**config.mk**
```make
export PLATFORM = sky130hd
export DESIGN_NAME = ocv_soc_interpolator_top
export DESIGN_NICKNAME = d
export VERILOG_FILES = /design/src/rtl/core/ocv_pkg.sv /design/src/rtl/core/ocv_front.sv /design/src/rtl/core/ocv_queue.sv /design/src/rtl/core/ocv_back.sv /design/src/rtl/core/ocv_soc_interpolator_top.sv
export SDC_FILE = /design/constraint.sdc
export NUM_CORES = 1
export LEC_CHECK = 0
export BUFFER_PORTS_ARGS = -buffer_cell sky130_fd_sc_hd__buf_2
export CAP_MARGIN = 5
export CORE_MARGIN = 4
export CORE_UTILIZATION = 65
export DETAILED_ROUTE_END_ITERATION = 16
export PLACE_DENSITY = 0.82
export SETUP_SLACK_MARGIN = 0.2
export SLEW_MARGIN = 20
export SYNTH_ARGS = -nofsm -noshare
export SYNTH_HDL_FRONTEND = slang
export SYNTH_SLANG_ARGS = --single-unit
```
**constraint.sdc**
```tcl
create_clock -name clk -period 9.3 [get_ports clk]
set_input_delay 0.465 -clock clk [delete_from_list [all_inputs] [get_ports clk]]
set_output_delay 0.465 -clock clk [all_outputs]
set_load 0.02 [all_outputs]
```
**src/rtl/core/ocv_pkg.sv**
```systemverilog
// ----------------------------------------------------------------------------
// ocv_pkg
// Shared types, curve tables and widths for the OCV state-of-charge lookup.
// ----------------------------------------------------------------------------
package ocv_pkg;

    localparam int NUM_POINTS  = 15;
    localparam int NUM_SEGS    = NUM_POINTS - 1;
    localparam int MV_W        = 16;
    localparam int PCT_W       = 7;
    localparam int SEG_W       = (NUM_SEGS > 1) ? $clog2(NUM_SEGS) : 1;
    localparam int PROD_W      = MV_W + PCT_W;
    localparam int RECIP_SHIFT = PROD_W;
    localparam int RECIP_W     = PROD_W + 1;
    localparam int QUEUE_DEPTH = 2;
    localparam int QPTR_W      = 1;
    localparam int QCNT_W      = 2;

    // Curve breakpoints, rising voltage.
    localparam logic [MV_W-1:0] CURVE_MV [NUM_POINTS] = '{
        16'd3000, 16'd3200, 16'd3400, 16'd3600, 16'd3700,
        16'd3750, 16'd3800, 16'd3850, 16'd3900, 16'd3950,
        16'd4000, 16'd4050, 16'd4100, 16'd4150, 16'd4200
    };

    localparam logic [PCT_W-1:0] CURVE_PCT [NUM_POINTS] = '{
        7'd0,  7'd3,  7'd5,  7'd10, 7'd20,
        7'd30, 7'd40, 7'd50, 7'd60, 7'd70,
        7'd80, 7'd85, 7'd90, 7'd95, 7'd100
    };

    // Segment span in mV (end minus start).
    localparam logic [MV_W-1:0] SEG_SPAN [NUM_SEGS] = '{
        16'd200, 16'd200, 16'd200, 16'd100, 16'd50, 16'd50, 16'd50,
        16'd50,  16'd50,  16'd50,  16'd50,  16'd50, 16'd50, 16'd50
    };

    // floor(2^RECIP_SHIFT / span) per segment; zero for an empty span.
    localparam logic [RECIP_W-1:0] SEG_RECIP [NUM_SEGS] = '{
        24'd41943,  24'd41943,  24'd41943,  24'd83886,  24'd167772,
        24'd167772, 24'd167772, 24'd167772, 24'd167772, 24'd167772,
        24'd167772, 24'd167772, 24'd167772, 24'd167772
    };

    // One classified lookup travelling from front to back.
    typedef struct packed {
        logic [SEG_W-1:0] seg;
        logic [PCT_W-1:0] base;
        logic [PCT_W-1:0] rise;
        logic [MV_W-1:0]  offset;
    } job_t;

endpackage

```
**src/rtl/core/ocv_front.sv**
```systemverilog
// ----------------------------------------------------------------------------
// ocv_front
// Accept a voltage, clamp it or pick its curve segment, and register the job.
// ----------------------------------------------------------------------------
module ocv_front
(
    input  logic                      clk,
    input  logic                      rst_n,
    input  logic                      in_valid,
    output logic                      in_ready,
    input  logic [ocv_pkg::MV_W-1:0]  batt_mv,
    output logic                      job_valid,
    input  logic                      job_ready,
    output ocv_pkg::job_t             job
);

    logic          valid_reg;
    logic          valid_next;
    ocv_pkg::job_t job_reg;
    ocv_pkg::job_t job_next;

    always_comb
    begin
        logic found;
        found    = 1'b0;
        job_next = '0;
        if (batt_mv <= ocv_pkg::CURVE_MV[0])
        begin
            job_next.base = ocv_pkg::CURVE_PCT[0];
        end
        else if (batt_mv >= ocv_pkg::CURVE_MV[ocv_pkg::NUM_POINTS-1])
        begin
            job_next.base = ocv_pkg::CURVE_PCT[ocv_pkg::NUM_POINTS-1];
        end
        else
        begin
            // first segment that brackets the voltage wins
            for (int k = 0; k < ocv_pkg::NUM_SEGS; k++)
            begin
                if (!found && batt_mv >= ocv_pkg::CURVE_MV[k]
                           && batt_mv <= ocv_pkg::CURVE_MV[k+1])
                begin
                    found         = 1'b1;
                    job_next.seg  = ocv_pkg::SEG_W'(k);
                    job_next.base = ocv_pkg::CURVE_PCT[k];
                    job_next.rise = (ocv_pkg::CURVE_PCT[k+1] > ocv_pkg::CURVE_PCT[k])
                                  ? ocv_pkg::CURVE_PCT[k+1] - ocv_pkg::CURVE_PCT[k]
                                  : '0;
                    job_next.offset = batt_mv - ocv_pkg::CURVE_MV[k];
                end
            end
        end
    end

    assign in_ready   = !valid_reg || job_ready;
    assign valid_next = in_ready ? in_valid : valid_reg;

    always_ff @(posedge clk or negedge rst_n)
    begin
        if (!rst_n)
        begin
            valid_reg <= 1'b0;
        end
        else
        begin
            valid_reg <= valid_next;
        end
    end

    always_ff @(posedge clk)
    begin
        if (in_ready && in_valid)
        begin
            job_reg <= job_next;
        end
    end

    assign job_valid = valid_reg;
    assign job       = job_reg;

endmodule

```
**src/rtl/core/ocv_queue.sv**
```systemverilog
// ----------------------------------------------------------------------------
// ocv_queue
// Two-entry job queue between front and back.
// ----------------------------------------------------------------------------
module ocv_queue
(
    input  logic          clk,
    input  logic          rst_n,
    input  logic          push_valid,
    output logic          push_ready,
    input  ocv_pkg::job_t push_job,
    output logic          pop_valid,
    input  logic          pop_ready,
    output ocv_pkg::job_t pop_job
);

    ocv_pkg::job_t                entry_reg [ocv_pkg::QUEUE_DEPTH];
    logic [ocv_pkg::QPTR_W-1:0]   wr_ptr_reg;
    logic [ocv_pkg::QPTR_W-1:0]   wr_ptr_next;
    logic [ocv_pkg::QPTR_W-1:0]   rd_ptr_reg;
    logic [ocv_pkg::QPTR_W-1:0]   rd_ptr_next;
    logic [ocv_pkg::QCNT_W-1:0]   count_reg;
    logic [ocv_pkg::QCNT_W-1:0]   count_next;
    logic                         do_push;
    logic                         do_pop;

    assign push_ready = (count_reg != ocv_pkg::QCNT_W'(ocv_pkg::QUEUE_DEPTH));
    assign pop_valid  = (count_reg != '0);
    assign pop_job    = entry_reg[rd_ptr_reg];
    assign do_push    = push_valid && push_ready;
    assign do_pop     = pop_valid && pop_ready;

    always_comb
    begin
        wr_ptr_next = do_push ? wr_ptr_reg + 1'b1 : wr_ptr_reg;
        rd_ptr_next = do_pop  ? rd_ptr_reg + 1'b1 : rd_ptr_reg;
        count_next  = count_reg + ocv_pkg::QCNT_W'(do_push) - ocv_pkg::QCNT_W'(do_pop);
    end

    always_ff @(posedge clk or negedge rst_n)
    begin
        if (!rst_n)
        begin
            wr_ptr_reg <= '0;
            rd_ptr_reg <= '0;
            count_reg  <= '0;
        end
        else
        begin
            wr_ptr_reg <= wr_ptr_next;
            rd_ptr_reg <= rd_ptr_next;
            count_reg  <= count_next;
        end
    end

    always_ff @(posedge clk)
    begin
        if (do_push)
        begin
            entry_reg[wr_ptr_reg] <= push_job;
        end
    end

endmodule

```
**src/rtl/core/ocv_back.sv**
```systemverilog
// ----------------------------------------------------------------------------
// ocv_back
// Three-stage interpolation: rise*offset, reciprocal divide, correct and add.
// ----------------------------------------------------------------------------
module ocv_back
(
    input  logic                      clk,
    input  logic                      rst_n,
    input  logic                      job_valid,
    output logic                      job_ready,
    input  ocv_pkg::job_t             job,
    output logic                      out_valid,
    input  logic                      out_ready,
    output logic [ocv_pkg::PCT_W-1:0] soc_percent
);

    localparam int FULL_W = ocv_pkg::PROD_W + ocv_pkg::RECIP_W;

    logic                            v1_reg, v1_next;
    logic                            v2_reg, v2_next;
    logic                            v3_reg, v3_next;
    logic                            rdy1, rdy2, rdy3;

    logic [ocv_pkg::SEG_W-1:0]       seg1_reg, seg2_reg;
    logic [ocv_pkg::PCT_W-1:0]       base1_reg, base2_reg;
    logic [ocv_pkg::PROD_W-1:0]      prod1_reg, prod2_reg;
    logic [ocv_pkg::PCT_W-1:0]       q0_reg;
    logic [ocv_pkg::PCT_W-1:0]       soc_reg;

    logic [ocv_pkg::PROD_W-1:0]      prod1_next;
    logic [FULL_W-1:0]               scaled;
    logic [ocv_pkg::PCT_W-1:0]       q0_next;
    logic [ocv_pkg::MV_W-1:0]        span2;
    logic [ocv_pkg::PROD_W-1:0]      qspan;
    logic [ocv_pkg::PROD_W-1:0]      remain;
    logic                            adjust;
    logic [ocv_pkg::PCT_W:0]         sum;

    // stall chain: a stage loads when the one after it has room
    assign rdy3      = !v3_reg || out_ready;
    assign rdy2      = !v2_reg || rdy3;
    assign rdy1      = !v1_reg || rdy2;
    assign job_ready = rdy1;

    assign v1_next = rdy1 ? job_valid : v1_reg;
    assign v2_next = rdy2 ? v1_reg    : v2_reg;
    assign v3_next = rdy3 ? v2_reg    : v3_reg;

    // stage 1 math
    assign prod1_next = ocv_pkg::PROD_W'(job.rise) * ocv_pkg::PROD_W'(job.offset);

    // stage 2 math: quotient estimate, low by at most one
    assign scaled  = FULL_W'(prod1_reg) * FULL_W'(ocv_pkg::SEG_RECIP[seg1_reg]);
    assign q0_next = scaled[ocv_pkg::RECIP_SHIFT +: ocv_pkg::PCT_W];

    // stage 3 math: fix the estimate, add the segment base
    assign span2  = ocv_pkg::SEG_SPAN[seg2_reg];
    assign qspan  = ocv_pkg::PROD_W'(q0_reg) * ocv_pkg::PROD_W'(span2);
    assign remain = prod2_reg - qspan;
    assign adjust = (span2 != '0) && (remain >= ocv_pkg::PROD_W'(span2));
    assign sum    = (ocv_pkg::PCT_W+1)'(base2_reg) + (ocv_pkg::PCT_W+1)'(q0_reg)
                  + (ocv_pkg::PCT_W+1)'(adjust);

    always_ff @(posedge clk or negedge rst_n)
    begin
        if (!rst_n)
        begin
            v1_reg <= 1'b0;
            v2_reg <= 1'b0;
            v3_reg <= 1'b0;
        end
        else
        begin
            v1_reg <= v1_next;
            v2_reg <= v2_next;
            v3_reg <= v3_next;
        end
    end

    always_ff @(posedge clk)
    begin
        if (rdy1)
        begin
            seg1_reg  <= job.seg;
            base1_reg <= job.base;
            prod1_reg <= prod1_next;
        end
        if (rdy2)
        begin
            seg2_reg  <= seg1_reg;
            base2_reg <= base1_reg;
            prod2_reg <= prod1_reg;
            q0_reg    <= q0_next;
        end
        if (rdy3)
        begin
            soc_reg <= sum[ocv_pkg::PCT_W-1:0];
        end
    end

    assign out_valid   = v3_reg;
    assign soc_percent = soc_reg;

`ifndef SYNTHESIS
    // reciprocal estimate never falls short by more than one span
    assert property (@(posedge clk) disable iff (!rst_n)
        v2_reg && span2 != '0 |-> remain < (ocv_pkg::PROD_W'(span2) << 1))
        else $error("ocv_back: quotient estimate off by more than one");

    // a clamped or flat job has no product and no quotient
    assert property (@(posedge clk) disable iff (!rst_n)
        v2_reg && prod2_reg == '0 |-> q0_reg == '0 && !adjust)
        else $error("ocv_back: nonzero quotient from zero product");

    // a result never exceeds the top of the curve
    assert property (@(posedge clk) disable iff (!rst_n)
        v3_reg |-> soc_reg <= ocv_pkg::CURVE_PCT[ocv_pkg::NUM_POINTS-1])
        else $error("ocv_back: result above full charge");
`endif

endmodule

```
**src/rtl/core/ocv_soc_interpolator_top.sv**
```systemverilog
// ----------------------------------------------------------------------------
// ocv_soc_interpolator_top
// Battery voltage to state-of-charge lookup over a fixed OCV curve.
// ----------------------------------------------------------------------------
// Each slave transfer carries one battery voltage in millivolts; each master
// transfer returns one state of charge in whole percent, in the same order.
// The curve has 15 breakpoints from 3000 mV (0 %) to 4200 mV (100 %);
// voltages at or below the first point clamp to 0 %, at or above the last to
// 100 %, and in between the charge is linearly interpolated with floor
// division in the first segment that ends at or above the voltage. The block
// takes one transfer per clock and sustains that rate indefinitely while the
// master side keeps tready high. Master tvalid rises once a slave transfer
// that meets an idle queue has passed the front register that picks the
// segment, the two-entry queue and three back stages (rise times offset,
// multiply by the segment's stored reciprocal, then a one-step correction
// and the add of the segment base). The queue lets the front keep taking
// transfers after the master side stalls, until the queue is full.
module ocv_soc_interpolator_top
(
    input  logic        clk,
    input  logic        rst_n,
    input  logic        s_tvalid,
    output logic        s_tready,
    input  logic [15:0] s_tdata,     // [15:0] batt_mv
    output logic        m_tvalid,
    input  logic        m_tready,
    output logic [7:0]  m_tdata      // [6:0] soc_percent, [7] zero
);

    logic                      f_valid;
    logic                      f_ready;
    ocv_pkg::job_t             f_job;
    logic                      q_valid;
    logic                      q_ready;
    ocv_pkg::job_t             q_job;
    logic [ocv_pkg::PCT_W-1:0] soc_percent;

    // classify the voltage and hold the job for the queue
    ocv_front u_front
    (
        .clk        (clk),
        .rst_n      (rst_n),
        .in_valid   (s_tvalid),
        .in_ready   (s_tready),
        .batt_mv    (s_tdata[ocv_pkg::MV_W-1:0]),
        .job_valid  (f_valid),
        .job_ready  (f_ready),
        .job        (f_job)
    );

    // decouple front and back so either can stall alone
    ocv_queue u_queue
    (
        .clk        (clk),
        .rst_n      (rst_n),
        .push_valid (f_valid),
        .push_ready (f_ready),
        .push_job   (f_job),
        .pop_valid  (q_valid),
        .pop_ready  (q_ready),
        .pop_job    (q_job)
    );

    // interpolate and drive the output register
    ocv_back u_back
    (
        .clk         (clk),
        .rst_n       (rst_n),
        .job_valid   (q_valid),
        .job_ready   (q_ready),
        .job         (q_job),
        .out_valid   (m_tvalid),
        .out_ready   (m_tready),
        .soc_percent (soc_percent)
    );

    // pad the result to a whole byte
    assign m_tdata = {1'b0, soc_percent};

endmodule

```
; ---- Word level (Yosys, flattened, before mapping)
; Memories as Yosys holds them, arrays and structs flattened.
; Index checks and enable logic that the tools add are counted.
[word_totals]
input_bits = 20
memories = 3
ramBits = 68
romBits = 640
regBits = 124
[classes]
n_mux = 60
n_lt_le_gt_ge = 33
n_bitwise = 2
n_reduce_logical = 58
n_mul = 3
add_sub_neg = 21
eq_ne = 1
[mem_list]
columns = name, depth, width, read_ports, rd_ports_with_merged_regs, write_ports, line_no
row1 = (no name shown), 16, 24, 1, 0, 0, ocv_back.sv:53  ; assign scaled = FULL_W'(prod1_reg) * FULL_W'(ocv_pkg::SEG_RECIP[seg1_reg]);
row2 = (no name shown), 16, 16, 1, 0, 0, ocv_back.sv:57  ; assign span2 = ocv_pkg::SEG_SPAN[seg2_reg];
row3 = u_queue.entry_reg, 2, 34, 1, 0, 1, ocv_queue.sv:17  ; ocv_pkg::job_t entry_reg [ocv_pkg::QUEUE_DEPTH];
[ops]
columns = cell, n
row1 = $mux 34, 6
row2 = $ge 16x12->1 const B, 12
row3 = $le 16x12->1 const B, 12
row4 = $sub 16x12->16 const B, 12
row5 = $mux 33, 4
row6 = $mux 32, 2
row7 = $ge 16x13->1 const B, 3
row8 = $le 16x13->1 const B, 3
row9 = $mux 24, 2
row10 = $mul 7x16->23, 2
row11 = $mux 1, 41
row12 = $mux 16, 2
row13 = $sub 16x13->16 const B, 2
row14 = $logic_and 1x1->1, 31
row15 = $mux 31, 1
row16 = $mul 23x24->30, 1
row17 = $ge 23x16->1, 1
row18 = $sub 23x23->23, 1
row19 = $mux 18, 1
row20 = $logic_not 1->1, 17
row21 = $reduce_bool 16->1, 1
row22 = $reduce_or 15->1, 1
row23 = $ge 5x5->1 const B, 2
row24 = $not 4->5, 2
row25 = 12 further kinds, 16

; ---- Longest topological paths before layout
[depth]
word_depth = 82
ltp_mapped = 32

; ---- Hierarchy
; Synthesis repeated with hierarchy kept, for this count alone.
[unflattened]
cells_unflattened = 2523
area_unflattened_um2 = 25283.0
[modules_own_cells]
columns = module, area_each_um2, cells_each, seq_area_each_um2, instances
row1 = ocv_back, 17907.2, 1778, 2537.4, 1
row2 = ocv_front, 4682.0, 615, 955.9, 1
row3 = ocv_queue, 2682.6, 128, 2142.1, 1
row4 = ocv_soc_interpolator_top, 11.3, 2, 0.0, 1

; ---- Least setup slack after synthesis
; OpenSTA, ideal clock, no wires.
[synth_path]
kind = register to register
startpoint = reg u_back.seg1_reg[3] in the netlist's numbering
endpoint = reg u_back.q0_reg[5] in the netlist's numbering (data pin)
stages_incl_launch_ff = 27
path_slack_ns = 1.932
period_less_slack_ns = 7.368
setup_ns = 0.258
arrival_ns = 7.110
cell_sequence = edfxtp_1 > nor2_1 > clkbuf_1 > buf_1 > nand2_1 > nor2_1 > fa_1 > inv_1 > fa_1 > inv_1 > fa_1 > inv_1 > fa_1 > inv_1 > fa_1 > fa_1 > fa_1 > ha_1 > and3_1 > a221o_1 > a21oi_1 > o21ai_0 > or3_1 > o221a_2 > o41a_1 > a21oi_1 > xnor2_1
[synth_between]
elab_chain_cells = 5
[synth_rtl]
columns = item, line_no
row1 = "start, declared", ocv_back.sv:24  ; logic [ocv_pkg::SEG_W-1:0] seg1_reg, seg2_reg;
row2 = "start signal, assigned", ocv_back.sv:84  ; seg1_reg <= job.seg;
row3 = $not 4->5 (not written as such), ocv_back.sv:53
row4 = $mem_v2 16x24, --
row5 = $mux 24 (not written as such) (2 in series), ocv_back.sv:53
row6 = $mul 23x24->30, ocv_back.sv:53
row7 = via u_back.scaled[28], ocv_back.sv:31  ; logic [FULL_W-1:0] scaled;
row8 = "end signal, assigned", ocv_back.sv:93  ; q0_reg <= q0_next;
row9 = "end, declared", ocv_back.sv:27  ; logic [ocv_pkg::PCT_W-1:0] q0_reg;
; The timed path passes the listed nets, and every way through them passes these cells. The select of a mux whose other input is x is not followed.
; A chain may end at the register's enable or synchronous reset.

; ---- Worst setup path in the final report
[layout_path]
startpoint = reg u_back.seg1_reg[1] in the netlist's numbering
endpoint = reg u_back.q0_reg[6] in the netlist's numbering (data pin)
; Same word-level chain as after synthesis.

==> results.txt <==
- Status: complete, no violations
* Pins Over Slew Limit: 0
- The first detailed-routing pass took 7 iterations.
* Remaining global-route overflow: 0
* Post_cts resized: 0
- For this run, the leading register cell type out of synthesis is sky130_fd_sc_hd__edfxtp_1.
* Worst hold path type: in2reg
- Yosys warning count: 0
- Core area: about 35,000 sq um
- Using the TritonRoute via totals, the vias-per-cell ratio works out to 6.21.
- The floorplan has 68 rows.
* Worst Max-Slew Pin Slew: 1.08 ns
- Worst reg2reg path depth: 24
* Worst setup slack before clock tree synthesis: 1.40 ns
- After synthesis, the cell types taking the most area are sky130_fd_sc_hd__fa_1 (27%), sky130_fd_sc_hd__edfxtp_1 (22%), sky130_fd_sc_hd__ha_1 (14%).
- For this design the top-level I/O count stands at 30.
* Final worst slack: 1.37 ns
- From synthesis to final layout, the design area changed by 5.15%.
- The H-tree was split into 4 levels.
* Yosys top cell area share: 27.2%
- After detailed routing, the number of remaining DRC violations is 0.
- Fraction of registers with async set/reset: 4.47%
- RSZ-0062 raised after global routing: false
* Final cell count without fillers: 2,803
- Sequential cells were found to cover 23.0% of the synthesized design area.
- Crit Path Max Fanout: 19
- Number of I/O port buffers: 28
- The clock net in this run drives a total of roughly 180 sinks.
- CP required: 9.48 ns
- Traced cell by cell, the critical path runs through and2_1, nand2_1, and2_1, inv_1, fa_1, inv_1, fa_1, fa_1, fa_1, inv_1, fa_1, inv_1, fa_1, fa_1, ha_1, and3_1, a221o_1, a21oi_1, o21ai_0, or3_1, o221a_2, o41a_1, mux2i_1, nand4_1.
- Across every metal layer, demand over resource in global routing totals 35.3%.
- Sum of negative setup slack: 0 ns
- Worst setup path category: reg2reg
* Period utilisation layout: 85.3%
- Cells fill between 60 and 70% of the core in the end.
- Across the run, the number of max-cap violations was 0.
- Worst max-slew margin expressed relative to the limit: a little over a quarter
- Count of unique library cells instantiated by Yosys: 90
- The slowest stage of the critical path belongs to the cell sky130_fd_sc_hd__nand2_1.
* Fraction of final layout cells with drive strength greater than 1: 5.92%
* Largest register FFs: 62
* Number of buffers created by CTS: 17
- Most prevalent standard cell on the critical path: sky130_fd_sc_hd__fa_1
- STA classifies the critical path startpoint as a register.
- Most numerous cell in the Yosys netlist: sky130_fd_sc_hd__inv_1
- Number of global-route vias before repair: 18,300
- Worst R2R Setup Slack: 1.37 ns
- The root buffer cell chosen for the clock tree is sky130_fd_sc_hd__clkbuf_16.
- Yosys mapped a number of flops with a built-in enable equal to 171.
- For the final database, setup skew stands at approximately 0.012 ns.
- Cells after DPL: 2,769
- Worst Hold Depth: 2
- Chip width: 197 um
* CTS clock-pin slew for the worst setup and hold paths: 0.07 ns
- In the final routed layout, each cell accounts on average for 23.7 um.
* Endpoints failing setup: 0
* Iteration-0 DRC count of the detailed router: 1,420
* Detailed-route via count: around 17,000
- Counting along the longest clock path gives a buffer depth of 2.
- The synthesized netlist occupies a cell area of between 20,000 and 25,000 sq um.
- In the synthesized netlist, the cells that appear most often are sky130_fd_sc_hd__inv_1 (487), sky130_fd_sc_hd__fa_1 (315), sky130_fd_sc_hd__ha_1 (257).
* DIE HEIGHT: 197 um
- TritonCTS built the clock tree.
- For this run, the slowest stage of the critical path takes 0.57 ns.
- The number of antenna violations at the first check in global routing came to 1.
* Starting density of the core: about two thirds
* Max Freq: 0.126 GHz
- Entering global routing, the biggest net connects 41 pins.
- The final hold violation count was 0.
- Minimum clock period: about 7.9 ns
- Clock latency on the worst-skew pair, taken at its later pin, is ~0.45 ns.
- Number of flip-flops and latches in the synthesized netlist: 179
- Floorplan die area: 38,700 sq um
- Wire length of the first global-routing pass: 105,000 um
- HPWL after DPL: 54,100 um
- The average instance in the mapped netlist occupies 9.92 sq um.
* Final routed wirelength across all metal layers: about 66,000 um
- Number of routed nets with antenna violations: 0
* Cell count after synthesis: 2,333
- Routability-driven placement finished with a final weighted congestion of around 1.
- At the end of the flow, the number of nets in the layout was 2,926.
- Arrival time of data at the critical path endpoint: 8.11 ns
- Summed over all instances, the cell type with the most area after synthesis is sky130_fd_sc_hd__fa_1.
* Crit path capture type: register
- Post-CTS timing repair inserted 0 buffers for setup.
[cell type report]
| class | instances | area, sq um |
|---|---|---|
| inverter | 489 | 1840 |
| sequential | 179 | 5340 |
| fill | 2647 | 10500 |
| clock buffer | 17 | 425 |
| antenna | 1 | 2.50 |
| clock inverter | 15 | 165 |
| tap | 455 | 569 |
| multi-input combinational | 1600 | 15700 |
| timing repair buffer | 47 | 285 |
[timing repair]
action	CTS	global route
hold buffers	1	0
setup endpoints to repair	0	0
endpoints found under the hold margin	8	0
[worst max-delay path, delay by kind of cell, from the launching register on]
kind | cells | cell delay, ns
compound gates | 5 | 1.21
fa+ha+maj | 8 | 3.89
buf+inv | 4 | 0.27
flops | 1 | 0.43
mux | 1 | 0.18
simple gates | 6 | 1.68
[cells by family after synthesis]
| group | share of synthesized area [%] |
|---|---|
| and+or+nand+nor | 12.2 |
| adders and majority gates | 41.1 |
| buffers and inverters | 9.14 |
| AOI/OAI and AO/OA | 9.76 |
| DFF | 23.0 |
| xor gates and xnor gates | 2.82 |
| muxes | 1.88 |
| other | 0.0162 |
[layer usage]
layer  vias to the layer above  track usage, %  share of wire (%)
li1                       7730               -                  -
met1                      8606            46.5                 39
met2                       877            57.8                 48
met3                       196            6.67                8.3
met4                         2            15.6                4.9
met5                         -               0              0.017
[stage by stage]
| stage | hold WS (ns) | cell area [sq um] |
|---|---|---|
| finish | 0.265 | 24300 |
| global route | 0.250 | 24300 |
| CTS | 0.241 | 24300 |
| detailed placement | 0.337 | 23700 |
| global placement | 0.331 | 23700 |
| floorplan | 0.169 | 23200 |
[worst paths after layout]
check / startpoint / to
setup / recovery: u_back.seg1_reg[1] / u_back.q0_reg[6]
hold / removal: s_tvalid / u_front.job_valid
setup reg to reg: u_back.seg1_reg[1] / u_back.q0_reg[6]
hold reg to reg: u_back.base1_reg[3] / u_back.base2_reg[3]
max in group asynchronous: rst_n / u_queue.rd_ptr_reg
min in group asynchronous: rst_n / u_queue.wr_ptr_reg
[layout by cell type, fill, tap and decap left out, types with 5 or more instances in the layout]
cell type and n:
sky130_fd_sc_hd__nand2_1 193, sky130_fd_sc_hd__o22ai_1 7, sky130_fd_sc_hd__nor2_1 127, sky130_fd_sc_hd__buf_2 28, sky130_fd_sc_hd__clkbuf_16 17, sky130_fd_sc_hd__nand3_1 44, sky130_fd_sc_hd__a21oi_1 80, sky130_fd_sc_hd__mux2_2 28
sky130_fd_sc_hd__o221ai_1 9, sky130_fd_sc_hd__mux2i_1 12, sky130_fd_sc_hd__dfrtp_1 8, sky130_fd_sc_hd__or3_1 16, sky130_fd_sc_hd__and2_1 42, sky130_fd_sc_hd__or2_2 11, sky130_fd_sc_hd__xnor2_1 57, sky130_fd_sc_hd__and3_1 15
sky130_fd_sc_hd__o211ai_1 12, sky130_fd_sc_hd__a41oi_1 7, sky130_fd_sc_hd__nor2b_1 22, sky130_fd_sc_hd__inv_1 487, sky130_fd_sc_hd__nor4_1 12, sky130_fd_sc_hd__ha_1 257, sky130_fd_sc_hd__o21ai_0 48, sky130_fd_sc_hd__xor2_1 15
sky130_fd_sc_hd__a221o_1 6, sky130_fd_sc_hd__a21o_1 22, sky130_fd_sc_hd__nand4_1 21, sky130_fd_sc_hd__o31ai_1 9, sky130_fd_sc_hd__a221oi_1 6, sky130_fd_sc_hd__nor3_1 45, sky130_fd_sc_hd__fa_1 315, sky130_fd_sc_hd__o21a_1 15
sky130_fd_sc_hd__nand2b_1 11, sky130_fd_sc_hd__a31oi_1 11, sky130_fd_sc_hd__a211oi_1 16, sky130_fd_sc_hd__edfxtp_1 171, sky130_fd_sc_hd__buf_4 18, sky130_fd_sc_hd__a21boi_0 5
Power is not shown: default switching activity piles up to over one toggle a cycle in this logic, so the estimate is an artifact.
